## src/design/sbsf_pkg.sv

```systemverilog
// ----------------------------------------------------------------------------
// sbsf_pkg
// Types, character codes and the letter shift shared by the framer's parts.
// ----------------------------------------------------------------------------
package sbsf_pkg;

	// framing characters
	localparam logic [7:0] CH_MARK = 8'h7A;   // 'z'
	localparam logic [7:0] CH_ESC  = 8'h78;   // 'x'
	localparam logic [7:0] CH_NL   = 8'h0A;
	localparam logic [7:0] CH_ZERO = 8'h30;   // '0'

	localparam logic [7:0] UPPER_A = 8'd65;
	localparam logic [7:0] UPPER_Z = 8'd90;
	localparam logic [7:0] LOWER_A = 8'd97;
	localparam logic [7:0] LOWER_Z = 8'd122;
	localparam logic [4:0] ALPHA_LEN = 5'd26;

	localparam logic [3:0]  REQ_MIN     = 4'd2;
	localparam logic [3:0]  REQ_MAX     = 4'd9;
	localparam logic [12:0] MAX_MESSAGE = 13'd4096;

	// register indexes on the configuration port
	localparam logic REG_CIPHER_ENABLE = 1'b0;
	localparam logic REG_SHIFT_AMOUNT  = 1'b1;

	typedef struct packed {
		logic       cipher_enable;
		logic [4:0] shift_amount;
	} cfg_t;

	// one classified input item, queued for the output sequencer
	typedef struct packed {
		logic       hdr;    // open a chunk: 'z' and length digit first
		logic [3:0] len;    // chunk length, 1..9
		logic       esc;    // data needs an escape in front
		logic [7:0] data;   // data byte after the shift
		logic       trl;    // close the chunk: 'z' and newline after
	} desc_t;

	typedef enum logic [2:0] {
		PH_MARK,
		PH_LEN,
		PH_ESC,
		PH_DATA,
		PH_TMARK,
		PH_NL
	} phase_t;

	// shift a letter by k (0..25) inside its own case; pass everything else
	function automatic logic [7:0] shift_letter(input logic [7:0] c, input logic [4:0] k);
		logic [7:0] base;
		logic       is_letter;
		logic [5:0] sum;
		base      = UPPER_A;
		is_letter = 1'b1;
		if (c >= UPPER_A && c <= UPPER_Z) begin
			base = UPPER_A;
		end else if (c >= LOWER_A && c <= LOWER_Z) begin
			base = LOWER_A;
		end else begin
			is_letter = 1'b0;
		end
		sum = {1'b0, 5'(c - base)} + {1'b0, k};
		if (sum >= {1'b0, ALPHA_LEN}) begin
			sum = sum - {1'b0, ALPHA_LEN};
		end
		return is_letter ? (base + {2'b00, sum}) : c;
	endfunction

endpackage

```

## src/design/shift_cipher_byte_stuffing_framer.sv

```systemverilog
// ----------------------------------------------------------------------------
// shift_cipher_byte_stuffing_framer
// Caesar-shifts letters, cuts the byte stream into chunks with 'z' + length
// headers and 'z' + newline trailers, and escapes 'z' and 'x' with 'x'.
// ----------------------------------------------------------------------------
//
//  channel   dir  handshake               payload
//  s_axis    in   s_tvalid / s_tready     s_tdata: data_byte, chunk_request,
//                                         bytes_left
//  m_axis    out  m_tvalid / m_tready     m_tdata: out_byte; m_tlast: last_of_run
//  apb       in   psel / penable / pready 0x0 cipher_enable, 0x4 shift_amount
//
// Each input byte gives 1 to 6 output transfers, one per cycle unless m_tready
// stalls the output. A byte is taken whenever the descriptor queue has room,
// even while the output stalls; the first output byte of an item passes through
// the descriptor queue and then the output register.
// Reset clears the chunk state, the queue and both registers; no clearing pass.
// ----------------------------------------------------------------------------
module shift_cipher_byte_stuffing_framer import sbsf_pkg::*; #(
	parameter int QUEUE_DEPTH = 4
) (
	input  logic        clk,
	input  logic        arst_n,
	// slave stream
	input  logic        s_tvalid,
	output logic        s_tready,
	input  logic [31:0] s_tdata,   // [7:0] data_byte, [11:8] chunk_request,
	                               // [24:12] bytes_left, [31:25] zero
	// master stream
	output logic        m_tvalid,
	input  logic        m_tready,
	output logic [7:0]  m_tdata,   // [7:0] out_byte
	output logic        m_tlast,
	// configuration
	input  logic        psel,
	input  logic        penable,
	input  logic        pwrite,
	input  logic [2:0]  paddr,
	input  logic [31:0] pwdata,
	output logic [31:0] prdata,
	output logic        pready
);

	cfg_t  cfg_q;
	logic  cfg_wr;
	logic  push;
	desc_t push_desc;
	desc_t head;
	logic  pop;
	logic  queue_full;
	logic  queue_empty;
	logic  [$bits(desc_t)-1:0] head_bits;

	assign pready = 1'b1;
	assign cfg_wr = psel && penable && pwrite && pready;

	always_ff @(posedge clk or negedge arst_n) begin
		if (!arst_n) begin
			cfg_q <= '0;
		end else if (cfg_wr) begin
			case (paddr[2])
				REG_CIPHER_ENABLE: cfg_q.cipher_enable <= pwdata[0];
				REG_SHIFT_AMOUNT:  cfg_q.shift_amount  <= pwdata[4:0];
				default: ;
			endcase
		end
	end

	always_comb begin
		case (paddr[2])
			REG_CIPHER_ENABLE: prdata = {31'b0, cfg_q.cipher_enable};
			REG_SHIFT_AMOUNT:  prdata = {27'b0, cfg_q.shift_amount};
			default:           prdata = '0;
		endcase
	end

	sbsf_front u_front (
		.clk          (clk),
		.arst_n       (arst_n),
		.cfg          (cfg_q),
		.in_valid     (s_tvalid),
		.in_ready     (s_tready),
		.data_byte    (s_tdata[7:0]),
		.chunk_request(s_tdata[11:8]),
		.bytes_left   (s_tdata[24:12]),
		.push         (push),
		.push_desc    (push_desc),
		.queue_full   (queue_full)
	);

	sbsf_queue #(
		.WIDTH($bits(desc_t)),
		.DEPTH(QUEUE_DEPTH)
	) u_queue (
		.clk      (clk),
		.arst_n   (arst_n),
		.push     (push),
		.push_data(push_desc),
		.pop      (pop),
		.head     (head_bits),
		.full     (queue_full),
		.empty    (queue_empty)
	);

	assign head = desc_t'(head_bits);

	sbsf_back u_back (
		.clk        (clk),
		.arst_n     (arst_n),
		.head       (head),
		.queue_empty(queue_empty),
		.pop        (pop),
		.out_valid  (m_tvalid),
		.out_ready  (m_tready),
		.out_byte   (m_tdata),
		.last_of_run(m_tlast)
	);

endmodule

```

## src/design/sbsf_queue.sv

```systemverilog
// ----------------------------------------------------------------------------
// sbsf_queue
// Small register FIFO between the classifier and the output sequencer.
// ----------------------------------------------------------------------------
module sbsf_queue #(
	parameter int WIDTH = 15,
	parameter int DEPTH = 4
) (
	input  logic             clk,
	input  logic             arst_n,
	input  logic             push,
	input  logic [WIDTH-1:0] push_data,
	input  logic             pop,
	output logic [WIDTH-1:0] head,
	output logic             full,
	output logic             empty
);

	localparam int AW = (DEPTH > 1) ? $clog2(DEPTH) : 1;
	localparam int CW = $clog2(DEPTH + 1);

	logic [WIDTH-1:0] mem_q [DEPTH];
	logic [AW-1:0]    wr_ptr_q;
	logic [AW-1:0]    rd_ptr_q;
	logic [CW-1:0]    count_q;
	logic             do_push;
	logic             do_pop;

	assign full    = (count_q == CW'(DEPTH));
	assign empty   = (count_q == '0);
	assign do_push = push && !full;
	assign do_pop  = pop && !empty;
	assign head    = mem_q[rd_ptr_q];

	always_ff @(posedge clk) begin
		if (do_push) begin
			mem_q[wr_ptr_q] <= push_data;
		end
	end

	always_ff @(posedge clk or negedge arst_n) begin
		if (!arst_n) begin
			wr_ptr_q <= '0;
			rd_ptr_q <= '0;
			count_q  <= '0;
		end else begin
			if (do_push) begin
				wr_ptr_q <= (wr_ptr_q == AW'(DEPTH - 1)) ? '0 : wr_ptr_q + 1'b1;
			end
			if (do_pop) begin
				rd_ptr_q <= (rd_ptr_q == AW'(DEPTH - 1)) ? '0 : rd_ptr_q + 1'b1;
			end
			if (do_push && !do_pop) begin
				count_q <= count_q + 1'b1;
			end else if (do_pop && !do_push) begin
				count_q <= count_q - 1'b1;
			end
		end
	end

endmodule

```

## src/design/sbsf_front.sv

```systemverilog
// ----------------------------------------------------------------------------
// sbsf_front
// Accepts message bytes, tracks the open chunk, applies the letter shift and
// classifies each byte into a descriptor for the output sequencer.
// ----------------------------------------------------------------------------
module sbsf_front import sbsf_pkg::*; (
	input  logic        clk,
	input  logic        arst_n,
	input  cfg_t        cfg,
	input  logic        in_valid,
	output logic        in_ready,
	input  logic [7:0]  data_byte,
	input  logic [3:0]  chunk_request,
	input  logic [12:0] bytes_left,
	output logic        push,
	output desc_t       push_desc,
	input  logic        queue_full
);

	logic        frame_open_q;
	logic [3:0]  frame_remaining_q;
	logic        accept;
	logic [4:0]  key;
	logic [7:0]  data_sh;
	logic [3:0]  req_c;
	logic [12:0] left_c;
	logic [3:0]  len;
	logic [3:0]  rem_now;
	logic [3:0]  rem_next;

	assign in_ready = !queue_full;
	assign accept   = in_valid && in_ready;

	always_comb begin
		key = (cfg.shift_amount >= ALPHA_LEN) ? cfg.shift_amount - ALPHA_LEN
		                                      : cfg.shift_amount;
		data_sh = cfg.cipher_enable ? shift_letter(data_byte, key) : data_byte;

		if (chunk_request < REQ_MIN) begin
			req_c = REQ_MIN;
		end else if (chunk_request > REQ_MAX) begin
			req_c = REQ_MAX;
		end else begin
			req_c = chunk_request;
		end
		if (bytes_left == '0) begin
			left_c = 13'd1;
		end else if (bytes_left > MAX_MESSAGE) begin
			left_c = MAX_MESSAGE;
		end else begin
			left_c = bytes_left;
		end
		len = ({9'b0, req_c} < left_c) ? req_c : left_c[3:0];

		rem_now  = frame_open_q ? frame_remaining_q : len;
		rem_next = rem_now - 1'b1;

		push_desc.hdr  = !frame_open_q;
		push_desc.len  = len;
		push_desc.esc  = (data_sh == CH_MARK) || (data_sh == CH_ESC);
		push_desc.data = data_sh;
		push_desc.trl  = (rem_next == '0);
	end

	assign push = accept;

	always_ff @(posedge clk or negedge arst_n) begin
		if (!arst_n) begin
			frame_open_q      <= 1'b0;
			frame_remaining_q <= '0;
		end else if (accept) begin
			frame_open_q      <= !push_desc.trl;
			frame_remaining_q <= rem_next;
		end
	end

	a_open_has_count: assert property (@(posedge clk) disable iff (!arst_n)
		frame_open_q |-> (frame_remaining_q != '0))
		else $error("open chunk with no bytes due");

endmodule

```

## src/design/sbsf_back.sv

```systemverilog
// ----------------------------------------------------------------------------
// sbsf_back
// Output sequencer: expands the queue head into marker, length, escape, data
// and trailer bytes, one per transfer, through an output register.
// ----------------------------------------------------------------------------
module sbsf_back import sbsf_pkg::*; (
	input  logic       clk,
	input  logic       arst_n,
	input  desc_t      head,
	input  logic       queue_empty,
	output logic       pop,
	output logic       out_valid,
	input  logic       out_ready,
	output logic [7:0] out_byte,
	output logic       last_of_run
);

	logic       busy_q;
	phase_t     phase_q;
	logic       m_valid_q;
	logic [7:0] m_byte_q;
	logic       m_last_q;
	logic       slot_free;
	logic       emit;
	phase_t     phase;
	phase_t     phase_next;
	logic [7:0] byte_now;
	logic       last_now;

	assign slot_free = !m_valid_q || out_ready;
	assign emit      = !queue_empty && slot_free;

	always_comb begin
		if (busy_q) begin
			phase = phase_q;
		end else if (head.hdr) begin
			phase = PH_MARK;
		end else if (head.esc) begin
			phase = PH_ESC;
		end else begin
			phase = PH_DATA;
		end

		byte_now   = head.data;
		last_now   = 1'b0;
		phase_next = PH_DATA;
		case (phase)
			PH_MARK: begin
				byte_now   = CH_MARK;
				phase_next = PH_LEN;
			end
			PH_LEN: begin
				byte_now   = CH_ZERO + {4'b0, head.len};
				phase_next = head.esc ? PH_ESC : PH_DATA;
			end
			PH_ESC: begin
				byte_now   = CH_ESC;
				phase_next = PH_DATA;
			end
			PH_DATA: begin
				byte_now   = head.data;
				last_now   = !head.trl;
				phase_next = PH_TMARK;
			end
			PH_TMARK: begin
				byte_now   = CH_MARK;
				phase_next = PH_NL;
			end
			PH_NL: begin
				byte_now   = CH_NL;
				last_now   = 1'b1;
				phase_next = PH_MARK;
			end
			default: begin
				byte_now   = head.data;
				last_now   = 1'b1;
				phase_next = PH_MARK;
			end
		endcase
	end

	// release the descriptor with its final byte
	assign pop = emit && last_now;

	always_ff @(posedge clk or negedge arst_n) begin
		if (!arst_n) begin
			busy_q    <= 1'b0;
			phase_q   <= PH_MARK;
			m_valid_q <= 1'b0;
		end else begin
			if (emit) begin
				busy_q  <= !last_now;
				phase_q <= phase_next;
			end
			if (slot_free) begin
				m_valid_q <= emit;
			end
		end
	end

	always_ff @(posedge clk) begin
		if (emit) begin
			m_byte_q <= byte_now;
			m_last_q <= last_now;
		end
	end

	assign out_valid   = m_valid_q;
	assign out_byte    = m_byte_q;
	assign last_of_run = m_last_q;

	a_busy_has_head: assert property (@(posedge clk) disable iff (!arst_n)
		busy_q |-> !queue_empty)
		else $error("sequencer mid-item with empty queue");

	a_len_digit: assert property (@(posedge clk) disable iff (!arst_n)
		(emit && phase == PH_LEN) |-> (byte_now >= 8'h31 && byte_now <= 8'h39))
		else $error("chunk length digit out of range");

	a_last_phase: assert property (@(posedge clk) disable iff (!arst_n)
		(emit && last_now) |-> (phase == PH_NL || (phase == PH_DATA && !head.trl)))
		else $error("end of run flagged in wrong phase");

endmodule
```

## config.mk

```make
export PLATFORM = sky130hd
export DESIGN_NAME = shift_cipher_byte_stuffing_framer
export DESIGN_NICKNAME = d
export VERILOG_FILES = /design/src/design/sbsf_pkg.sv /design/src/design/shift_cipher_byte_stuffing_framer.sv /design/src/design/sbsf_queue.sv /design/src/design/sbsf_front.sv /design/src/design/sbsf_back.sv
export SDC_FILE = /design/constraint.sdc
export NUM_CORES = 1
export LEC_CHECK = 0
export ABC_AREA = 1
export BUFFER_PORTS_ARGS = -buffer_cell sky130_fd_sc_hd__buf_4
export CORE_UTILIZATION = 40
export CTS_CLUSTER_SIZE = 40
export DETAILED_ROUTE_END_ITERATION = 6
export MAX_ROUTING_LAYER = met4
export PLACE_DENSITY_LB_ADDON = 0.08
export SLEW_MARGIN = 10
export SYNTH_ARGS = -nofsm -noshare
export SYNTH_HDL_FRONTEND = slang
export SYNTH_SLANG_ARGS = --single-unit
```

## constraint.sdc

```tcl
create_clock -name clk -period 8.5 [get_ports clk]
set_input_delay 1.7 -clock clk [delete_from_list [all_inputs] [get_ports clk]]
set_output_delay 1.7 -clock clk [all_outputs]
set_load 0.03 [all_outputs]
```

Word-level counts from Yosys, hierarchy flattened
Memory sizes are Yosys's and may differ from the RTL's. Cells that the tools add are included.

Memories kept: 1. Bits of input ports: 74. RAM bits: 60. Register bits: 32. Output and inout port bits: 44.

Memories: u_queue.mem_q (depth 4, bits a word 15, read ports 1, clocked after Yosys merged registers in 0, write ports 1, line sbsf_queue.sv:22) `logic [WIDTH-1:0] mem_q [DEPTH];`.

$lt $le $gt $ge: 10. Mux-type cells: 27. Equality and inequality tests: 10. Bitwise gates (word level): 1. Reduce and logical (&&, ||, !) cells: 31. Add/sub/neg operators: 11.

Operator list (count): $pmux 32 s2 (1); $pmux 8 s4 (1); $mux 13 (2); $mux 6 (3); $eq 8x7->1 const B (2); $ge 8x7->1 const B (2); $le 8x7->1 const B (2); $mux 4 (4); $mux 8 (2); $pmux 3 s5 (1); $gt 13x13->1 const B (1); $logic_not 13->1 (1); $lt 4x13->1 (1); $mux 3 (4); $logic_and 1x1->1 (11); $eq 3x3->1 const B (3); $logic_not 1->1 (9); $add 7x6->8 (1); $add 6x4->7 const A (1); $add 5x5->6 (1); $eq 3x2->1 const B (2); $ge 6x5->1 const B (1); $logic_not 3->1 (2); $sub 6x5->6 const B (1); other kinds (22) (31).

Depth between registers and ports, before layout
Gate-level depths: netlist (run 1).

Depth after elaboration: 13. Gate-level depth with buffers: 28.

Hierarchy
Synthesis (run 1) repeated with hierarchy kept, for this count alone.

Cell total of the unflattened synthesis: 676. Area total of the unflattened synthesis: 5856.9 sq um.

By module, submodules not included: sbsf_queue (area an instance 2901.5 sq um, cells each 236, instances 1); sbsf_front (area an instance 1630.3 sq um, cells each 279, instances 1); sbsf_back (area an instance 798.3 sq um, cells each 89, instances 1); shift_cipher_byte_stuffing_framer (area an instance 526.8 sq um, cells each 72, instances 1).

Worst setup path before layout (run 1)
No wires, ideal clock.

Kind: input to register. From: input s_tdata[0]. To: memory u_queue.mem_q[0][9] (data pin). Stages: 21. Arrival time: 4.082 ns. Setup slack: 4.164 ns. Path through: inv_1 -> ha_1 -> nand2_1 -> o21ai_0 -> nand2_1 -> ha_1 -> a21oi_1 -> o21ai_1 -> a31oi_2 -> nand2_4 -> xor2_2 -> ha_1 -> nand3_1 -> nor2_1 -> nand2_1 -> nand2_1 -> nand2_1 -> nand2_1 -> nor2_1 -> nand2_1 -> nor2_2.

RTL lines: start, declared (line shift_cipher_byte_stuffing_framer.sv:27) `input logic [31:0] s_tdata,`; end, declared (line sbsf_queue.sv:22).

==> flow_summary.yaml, run 1 <==
status:
  status: "finished clean"
synthesis:
  yosysSeqAreaShare: 0.508
  synthDistinctLibCells: 44
  synthCells: 579
  synth_area_leaders: "edfxtp_1, dfrtp_1, nand2_1, ha_1, inv_1"
  yosysTopAreaCell: "edfxtp_1"
  yosys_warnings: 0
  synthesis.area_um2: 5210
  synth-seq-cells: 92
  synth_top_area_frac: 0.398
  syn_area_per_cell_um2: 9.00
clock_tree:
  clock_sinks: 92
  cts_tree: "done"
  root_buffer: "clkbuf_16"
  cts_setup_buffers: 0
  cts_resized: 0
  worstSkewPairLatency_ns: 0.35
  cts_hold_buf: 0
  clkTransAtPathRegs_ns: 0.06
  h-tree-depth: 3
  numCtsBuffers: 9
  clockBufferDepth: 2
worst_setup_path:
  worstPathCellList: "buf_4 > inv_1 > ha_1 > nand2_1 > o21ai_0 > nand2_1 > ha_1 > a21oi_1 > o21ai_1 > a31oi_2 > nand2_4 > xor2_2 > ha_1 > nand3_1 > nand2_1 > nand2_1 > o21ai_0 > nand3_1 > nor2_1 > nand2_1 > nor2_2"
  slowest_stage: "ha_1"
  r2r_slack_ns: 4.72
  critPathArrivalTime_ns: 4.74
  worst-r2r-cell-count: 21
  r2r_end: "u_queue.mem_q[1][9]$_DFFE_PP_"
  criticalPathCategory: "primary input to flip-flop"
  cpLargestDelayFamily: "simple AND/OR/NAND/NOR gates"
  cp-start-kind: "primary input"
  required_ns: 8.67
  path_buf_inv: 2
  reg2reg_from: "cfg_q[1]$_DFFE_PN0P_"
  path_common_cell: "nand2_1"
  crit_fanout: 5
  end_kind: "flip-flop"
  max_stage_delay_ns: 0.37
cells_and_area:
  layout.nets: 731
  final_common_cell: "nand2_1"
  final.fill_count: 1226
  utilization: 0.471
  diodes: 0
  seq_area_um2: 2650
  multi_input_area_um2: 2120
  area_growth_pct: 14.6
  final_cell_mix: "nand2_1, inv_1, edfxtp_1, nor2_1, buf_4"
  layout-drive-gt1-share: 0.157
pwr:
  p_comb_frac: 0.476
  netSwitchingFraction: 0.427
  worst_ir_drop_vdd_uv: 179
  p_per_area_nw_per_um2: 341
  p_int_w: 0.00117
  power.leakage_nw: 2.72
  switchingPower_w: 0.000870
  seqPwrFrac: 0.338
  p_total_w: 0.00204
  pwr-share-clk: 0.186
drt:
  drtIter0Drc: 158
  wl_per_cell_um: 13.1
  ant_nets: 0
  wl_mm: 10.6
  drt_pass1_iterations: 4
  vias: 3847
  vias_per_cell: 4.76
  drc: 0
die:
  row_count: 41
  core-area_um2: 12700
  fp.dieW_um: 116
  ios: 118
  initial_core_util: 0.411
  fp.dieH_um: 116
  fp.dieArea_um2: 13500
worst_hold_path:
  hold_path_startpoint: "u_back.phase_q[2]$_DFFE_PN0P_"
  hold_path_depth: 2
  hold_path_end: "u_back.phase_q[2]$_DFFE_PN0P_"
  hp-class: "flip-flop to flip-flop"
sta:
  hold_viol: 0
  relSlewSlack: 0.391
  tightest_slew_ns: 0.913
  setup_viol: 0
  finalSetupTns_ns: 0
  slew_viol_final: 0
  grt_setup_unrepaired: "no"
  skew_ns: 0.00723
  layout_min_cycle_time_ns: 4.57
  timing.final.crit_share: 0.538
  fmax_mhz: 219
  fin_ws_ns: 3.93
global_routing:
  grt_pass1_wl_mm: 17.4
  antenna_found_initial: 0
  grt_max_degree: 34
  grt_usage: 0.177
  grt-ovfl-total: 0
  grt_pass1_vias: 3629
place:
  hpwlAfterDp_mm: 7.78
  post-place-ws_ns: 3.56
  port_buffers: 53
  gp_congestion: 0.780
run:
  maxCapViolCount: 0
Yosys cell counts (all sizes together):
| master | n |
|---|---|
| inv | 77 |
| o21bai | 2 |
| o21a | 1 |
| ha | 23 |
| nor4 | 1 |
| edfxtp | 69 |
| a21oi | 25 |
| a31oi | 4 |
| buf | 30 |
| o21ai | 57 |
| xor2 | 7 |
| conb | 2 |
| o211ai | 2 |
| or2 | 2 |
| fa | 2 |
| xnor2 | 2 |
| a32o | 2 |
| dfrtp | 23 |
| a21boi | 3 |
| nand2 | 120 |
| and3 | 1 |
| nand3b | 4 |
| o22ai | 11 |
| clkinv | 1 |
| nor3 | 4 |
| clkbuf | 10 |
| nor2 | 63 |
| a221o | 2 |
| nand4 | 2 |
| nand3 | 27 |
power by group through the flow:
stage / clock (W) / combinational, W / sequential [W]
2_1_floorplan: 0 / 0.000689 / 0.000740
3_3_place_gp: 0 / 0.000961 / 0.000697
3_5_place_dp: 0 / 0.000980 / 0.000699
4_1_cts: 0.000386 / 0.000984 / 0.000690
5_1_grt: 0.000405 / 0.00111 / 0.000703
6_report: 0.000379 / 0.000970 / 0.000689
logic make-up (layout without fill, tap and decap cells):
| kind of cell | count (synthesis) | count (layout) | share of synthesized area |
|---|---|---|---|
| AO/OA/AOI/OAI | 109 | 109 | 0.121 |
| XOR/XNOR | 9 | 9 | 0.0180 |
| adder cells (fa/ha/maj) | 25 | 25 | 0.0629 |
| buffers and inverters | 118 | 150 | 0.106 |
| flip-flops | 92 | 92 | 0.508 |
| other | 2 | 28 | 0.00144 |
| AND/OR/NAND/NOR | 224 | 224 | 0.182 |
through the flow:
| step | hold WS [ns] | instance area [µm²] | cells |
|---|---|---|---|
| global placement | 0.474 | 5700 | 793 |
| global route | 0.539 | 5970 | 809 |
| CTS | 0.494 | 5970 | 809 |
| detailed placement | 0.480 | 5700 | 793 |
| finish | 0.491 | 5970 | 809 |
| floorplan | 0.446 | 5310 | 605 |
final cells by class:
class,instances,area share
Multi-Input combinational cell,395,0.355
Timing Repair Buffer,56,0.0704
Inverter,78,0.0490
Clock inverter,6,0.00817
Clock buffer,10,0.0383
Tap cell,172,0.0360
Sequential cell,92,0.443
worst reg2reg max path, stage by stage (launching register included):
cell     delay (ns)
dfrtp_1        0.39
inv_1          0.10
ha_1           0.20
inv_1          0.07
a21oi_1        0.07
nor2_1         0.23
xor2_1         0.29
fa_1           0.54
nor2_1         0.25
nor2_4         0.07
nand2_4        0.08
nand2_4        0.08
xor2_2         0.19
ha_1           0.20
nand3_1        0.12
nand2_1        0.09
nand2_1        0.04
o21ai_0        0.13
nand3_1        0.12
nor2_1         0.09
nand2_1        0.07
nor2_2         0.19
worst max path at each step:
stage | cells after the start | start | slack (ns) | to
final | 21 | s_tdata[0] | 3.93 | u_queue.mem_q[1][9]$_DFFE_PP_
after floorplan | 21 | s_tdata[0] | 4.16 | u_queue.mem_q[0][9]$_DFFE_PP_
after global routing | 21 | s_tdata[0] | 3.57 | u_queue.mem_q[1][9]$_DFFE_PP_
after CTS | 21 | s_tdata[0] | 3.92 | u_queue.mem_q[1][9]$_DFFE_PP_
after detailed placement | 21 | s_tdata[0] | 3.56 | u_queue.mem_q[1][9]$_DFFE_PP_
after global placement | 21 | s_tdata[0] | 3.65 | u_queue.mem_q[1][9]$_DFFE_PP_
state kept, by name, indices dropped and copies added (netlist names):
signal	count
u_front.frame_open_q	1
u_back.out_byte	8
u_back.busy_q	1
cfg_q	6
u_queue.rd_ptr_q	2
u_queue.count_q	3
u_back.out_valid	1
u_queue.wr_ptr_q	2
u_back.last_of_run	1
u_back.phase_q	3
u_front.frame_remaining_q	4
u_queue.mem_q	60
layer usage:
| layer | wire length (µm) | vias to the layer above | global-route usage |
|---|---|---|---|
| li1 | - | 1972 | - |
| met1 | 5020 | 1791 | 0.216 |
| met2 | 5160 | 73 | 0.295 |
| met3 | 267 | 11 | 0.0389 |
| met4 | 127 | 0 | 0.0479 |
| met5 | 0 | - | - |
Note: power is estimated with default switching activity, not from simulation.
==> run 2, diff against run 1 <==
clock period = 4.54 ns   (was 8.5 ns; I/O delays follow)
==> flow_summary.yaml, run 2 (synthesized netlist as in run 1, its figures left out) <==
status:
  status: "finished clean"
drt:
  wl_per_cell_um: 13.0
  drtIter0Drc: 154
  vias: 3869
  drt_pass1_iterations: 4
  drc: 0
  ant_nets: 0
  wl_mm: 10.5
  vias_per_cell: 4.78
cells_and_area:
  layout.nets: 732
  instances_no_fill: 810
  area_growth_pct: 15.4
  largest-register: "u_queue.mem_q"
  layout-drive-gt1-share: 0.157
  final_common_cell: "nand2_1"
  final_cell_mix: "nand2_1, inv_1, edfxtp_1, nor2_1, buf_4"
  largest_reg_flops: 60
  diodes: 0
pwr:
  power.leakage_nw: 2.74
  worst_ir_drop_vdd_uv: 328
  p_per_area_nw_per_um2: 648
global_routing:
  grt_max_degree: 33
  grt-ovfl-total: 0
  grt_usage: 0.177
  antenna_found_initial: 0
  grt_pass1_wl_mm: 17.5
  grt_pass1_vias: 3606
sta:
  grt_setup_unrepaired: "no"
  layout_min_cycle_time_ns: 3.82
  finalSetupTns_ns: 0
  fmax_mhz: 262
  skew_ns: 0.00710
  setup_viol: 0
  hold_viol: 0
  tightest_slew_ns: 0.955
  fin_ws_ns: 0.716
  timing.final.crit_share: 0.842
  slew_viol_final: 0
  relSlewSlack: 0.363
worst_setup_path:
  criticalPathCategory: "flip-flop to flip-flop"
  critPathArrivalTime_ns: 3.99
  max_stage_delay_ns: 0.54
  required_ns: 4.70
  slowest_stage: "fa_1"
  cp-start-kind: "flip-flop"
  worstPathCellList: "inv_1 > ha_1 > inv_1 > a21oi_1 > nor2_1 > xor2_1 > fa_1 > nor2_1 > nor2_4 > nand2_4 > nand2_4 > xor2_2 > ha_1 > nand3_1 > nand2_1 > nand2_1 > o21ai_0 > nand3_1 > nor2_1 > nand2_1 > nor2_2"
  end_kind: "flip-flop"
  crit_fanout: 4
die:
  fp.dieW_um: 116
  core-area_um2: 12700
  fp.dieArea_um2: 13500
  initial_core_util: 0.411
  fp.dieH_um: 116
  row_count: 41
  ios: 118
clock_tree:
  clock_sinks: 92
  cts_hold_buf: 0
  clkTransAtPathRegs_ns: 0.06
  worstSkewPairLatency_ns: 0.34
  clockBufferDepth: 2
  cts_tree: "done"
  numCtsBuffers: 9
  h-tree-depth: 3
  cts_setup_buffers: 0
  cts_resized: 0
  root_buffer: "clkbuf_16"
run:
  maxCapViolCount: 0
place:
  hpwlAfterDp_mm: 7.86
  port_buffers: 53
  dp_cells: 794
  post-place-ws_ns: 0.408
  gp_congestion: 0.788
worst_hold_path:
  hp-class: "primary input to async pin"
[run 2: changes by cell type in the layout (fill, tap and decap cells not counted), sizes merged]
cell    before  now
bufinv       0    2
inv         79   77
clkbuf      10   11
clkinv       4    3
buf         56   57
[run 2: path summary, 6_finish.rpt]
check / start / endpoint / slack, ns / cells after the start
worst max-delay path: cfg_q[1]$_DFFE_PN0P_ / u_queue.mem_q[1][9]$_DFFE_PP_ / 0.72 / 21
min in group clk: u_front.frame_remaining_q[1]$_DFFE_PN0P_ / u_front.frame_remaining_q[1]$_DFFE_PN0P_ / 0.49 / 2
max in group asynchronous: arst_n / u_queue.wr_ptr_q[1]$_DFFE_PN0P_ / 3.81 / 1
worst max register to register: cfg_q[1]$_DFFE_PN0P_ / u_queue.mem_q[1][9]$_DFFE_PP_ / 0.72 / 21
worst min-delay path: arst_n / u_back.out_valid$_DFFE_PN0N_ / 0.46 / 1
worst min register to register: u_front.frame_remaining_q[1]$_DFFE_PN0P_ / u_front.frame_remaining_q[1]$_DFFE_PN0P_ / 0.49 / 2
[run 2: layout make-up]
type,instances,area (µm²)
multi-input cells,395,2120
repair buffers,57,428
fillers,1250,6660
clock inverters,5,76.3
clock buffers,11,233
well taps,172,215
inverters,78,293
flip-flops and latches,92,2650
[run 2: metal layers]
layer / vias to the layer above / GRT usage / routed length, µm / share of wire
met5: - / - / 0 / 0
met4: 0 / 0.0667 / 174 / 0.017
met3: 13 / 0.0249 / 228 / 0.022
met2: 58 / 0.287 / 5130 / 0.49
met1: 1822 / 0.226 / 5010 / 0.48
li1: 1976 / - / - / -
[run 2: metrics by stage]
stage                util  hold WS (ns)  power (W)  area [µm²]
CTS                 0.474         0.472    0.00394        6010
global route        0.474         0.488    0.00422        6010
detailed placement  0.450         0.480    0.00315        5700
floorplan               -         0.446    0.00267        5310
finish              0.474         0.461    0.00390        6010
global placement    0.450         0.473    0.00311        5700
[run 2: power by group]
part	internal (W)	total, W	leakage (nW)	switching (W)
Combinational	0.000607	0.00181	1.68	0.00121
Clock	0.000480	0.000783	0.147	0.000303
Sequential	0.00121	0.00130	0.909	0.0000907
[run 2: worst max-delay path: cells and delay by family, from the launching register on]
| family | cells | cell delay [ns] |
|---|---|---|
| AND/OR/NAND/NOR | 12 | 1.45 |
| AO/OA/AOI/OAI | 2 | 0.18 |
| flip-flops | 1 | 0.39 |
| XOR/XNOR | 2 | 0.50 |
| adder cells (fa/ha/maj) | 3 | 0.94 |
| buffers and inverters | 2 | 0.18 |
==> run 3, diff against run 2 <==
ABC_AREA = 0   (was 1)
clock period = 3.41 ns   (was 4.54 ns; I/O delays follow)
==> flow_summary.yaml, run 3 <==
place:
  port_buffers: 53
  hpwlAfterDp_mm: 8.35
  postPlaceCellArea_um2: 6310
  gp_congestion: 0.820
  dp_cells: 720
die:
  fp.dieArea_um2: 13900
  initial_core_util: 0.417
  ios: 118
  fp.dieW_um: 118
  core-area_um2: 12900
  fp.dieH_um: 118
  row_count: 41
synthesis:
  synth_area_leaders: "edfxtp_1, dfrtp_1, mux4_2, ha_1, buf_4"
  synthCells: 454
  synth_top_area_frac: 0.386
  yosys-top-cells-count: "edfxtp_1, nand2_1, buf_4, inv_1"
  synth-edff-count: 69
  syn_area_per_cell_um2: 11.8
  synthesis.area_um2: 5370
  yosysTopAreaCell: "edfxtp_1"
  yosysMostFrequentCell: "edfxtp_1"
  yosysSeqAreaShare: 0.493
  yosys_warnings: 0
  ys_async_sr_fraction: 0.250
  synth_flop_cell: "edfxtp_1"
  synth-seq-cells: 92
  synthDistinctLibCells: 73
pwr:
  netSwitchingFraction: 0.380
  pwr-share-clk: 0.160
  worst_ir_drop_vdd_uv: 450
  p_int_w: 0.00355
  p_per_area_nw_per_um2: 828
  power.leakage_nw: 2.77
  p_comb_frac: 0.535
  seqPwrFrac: 0.305
  switchingPower_w: 0.00217
drt:
  vias_per_cell: 5.04
  wl_per_cell_um: 14.9
  ant_nets: 0
  vias: 3731
  drtIter0Drc: 157
  drt_pass1_iterations: 5
  wl_mm: 11.0
  drc: 0
worst_setup_path:
  reg2reg_from: "cfg_q[3]$_DFFE_PN0P_"
  r2r_slack_ns: -0.16
  max_stage_delay_ns: 0.39
  slowest_stage: "or3b_4"
  end_kind: "flip-flop"
  worst-r2r-cell-count: 14
  path_buf_inv: 4
  worstPathCellList: "buf_4 > inv_2 > ha_4 > or3b_4 > xnor2_2 > ha_4 > inv_2 > and3_4 > or2_4 > nand2b_4 > a21oi_2 > ha_4 > inv_1 > a221oi_2 > o22ai_1 > o2111ai_1 > and4b_2"
  crit_path_start: "s_tdata[1]"
  criticalPathCategory: "primary input to flip-flop"
  cpLargestDelayFamily: "simple AND/OR/NAND/NOR gates"
  cp-start-kind: "primary input"
  r2r_end: "u_queue.mem_q[1][9]$_DFFE_PP_"
  path_common_cell: "ha_4"
  crit_fanout: 4
  required_ns: 3.49
  critPathArrivalTime_ns: 3.67
status:
  status: "finished with violations"
  violations: "negative setup slack"
worst_hold_path:
  hp-class: "primary input to async pin"
cells_and_area:
  layout-drive-gt1-share: 0.388
  diodes: 0
  area_growth_pct: 28.7
  final_common_cell: "buf_4"
  largest-register: "u_queue.mem_q"
  largest_reg_flops: 60
  finalInstanceArea_um2: 6910
  final_cell_mix: "buf_4, edfxtp_1, nand2_1, conb_1, dfrtp_1"
  layout.nets: 663
  instances_no_fill: 741
sta:
  grt_setup_unrepaired: "yes"
  slew_viol_final: 0
  timing.final.crit_share: 1.05
  tightest_slew_ns: 0.837
  skew_ns: 0.00605
  hold_viol: 0
  setup_viol: 4
  layout_min_cycle_time_ns: 3.59
  fmax_mhz: 279
  fin_ws_ns: -0.178
  relSlewSlack: 0.442
clock_tree:
  numCtsBuffers: 9
  clockBufferDepth: 2
  h-tree-depth: 3
  clkTransAtPathRegs_ns: 0.06
  clock_sinks: 92
  root_buffer: "clkbuf_16"
  cts_hold_buf: 0
  worstSkewPairLatency_ns: 0.34
  cts_tree: "done"
global_routing:
  grt_max_degree: 24
  grt_pass1_wl_mm: 17.8
  grt_usage: 0.169
  grt-ovfl-total: 0
  antenna_found_initial: 0
  grt_pass1_vias: 3584
run:
  maxCapViolCount: 0
==> run 3: cell types whose count changed after synthesis, moves of 7 or more <==
cell      delta
a21oi_1      -8
and2_1      +12
inv_1       -43
mux2_2      +13
mux4_2      +15
nand2_1     -65
nand2b_1     +7
nand3_1     -18
nor2_1      -45
nor3_1       +8
o21ai_0     -34
==> run 3: logic make-up after synthesis <==
group                    Yosys count  synth area share
XOR/XNOR                          16            0.0300
buffers and inverters             69            0.0713
adder cells (fa/ha/maj)           25            0.0610
AND/OR/NAND/NOR                  135             0.133
AO/OA/AOI/OAI                     81             0.109
multiplexers                      34             0.101
other                              2           0.00140
flip-flops                        92             0.493
==> run 3: metrics by stage <==
step	power [W]	worst slack (ns)	hold WS, ns	TNS, ns	utilization
global placement	0.00445	-0.584	0.479	-11.95	0.490
CTS	0.00548	-0.158	0.240	-1.25	0.515
detailed placement	0.00451	-0.604	0.483	-12.88	0.490
finish	0.00572	-0.178	0.245	-0.710	0.537
floorplan	0.00361	-0.195	0.386	-0.782	-
global route	0.00611	-0.327	0.260	-3.58	0.537
==> run 3: worst max path at each step <==
stage | end | slack [ns] | depth (start not counted)
floorplan | u_queue.mem_q[0][9]$_DFFE_PP_ | -0.20 | 14
detailed placement | u_queue.mem_q[0][9]$_DFFE_PP_ | -0.60 | 17
finish | u_queue.mem_q[1][9]$_DFFE_PP_ | -0.18 | 17
global route | u_queue.mem_q[2][9]$_DFFE_PP_ | -0.33 | 18
global placement | u_queue.mem_q[0][9]$_DFFE_PP_ | -0.58 | 17
CTS | u_queue.mem_q[2][9]$_DFFE_PP_ | -0.16 | 17
==> run 3: layer usage <==
layer / track usage / wire [µm] / vias up
met1: 0.220 / 5170 / 1783
li1: - / - / 1843
met3: 0.0291 / 390 / 12
met4: 0.0593 / 171 / 0
met5: - / 0 / -
met2: 0.265 / 5290 / 93
==> run 3: cell type report <==
class                   count  area, µm²
clock buffers               9        225
clock inverters             7       51.3
fillers                  1105       5970
inverters                  30        118
multi-input cells         319       2800
flip-flops and latches     92       2650
well taps                 172        215
repair buffers            112        856
==> run 3: worst reg2reg max path: stages (launching register included) <==
cell and delay, ns:
dfrtp_1 0.47, buf_4 0.19, nand2_1 0.06, o21ai_0 0.19, a21oi_2 0.11, ha_4 0.18, buf_4 0.15, a21oi_4 0.25
o22ai_4 0.11, or2_4 0.27, or4_4 0.53, a221oi_2 0.26, o22ai_1 0.14, o2111ai_1 0.12, and4b_2 0.28
==> run 3: power by group through the flow <==
| stage | logic, W | registers, W | clock network, W |
|---|---|---|---|
| 2_1_floorplan | 0.00180 | 0.00182 | 0 |
| 3_3_place_gp | 0.00270 | 0.00175 | 0 |
| 3_5_place_dp | 0.00274 | 0.00177 | 0 |
| 4_1_cts | 0.00280 | 0.00174 | 0.000937 |
| 5_1_grt | 0.00334 | 0.00179 | 0.000981 |
| 6_report | 0.00306 | 0.00174 | 0.000917 |
==> run 3: what timing repair did <==
item                       in CTS  in global routing
setup endpoints to repair      28                 32
setup buffers                   1                  4
pin swaps                      10                 24
hold endpoints to repair        0                  0
resized for setup              14                 41
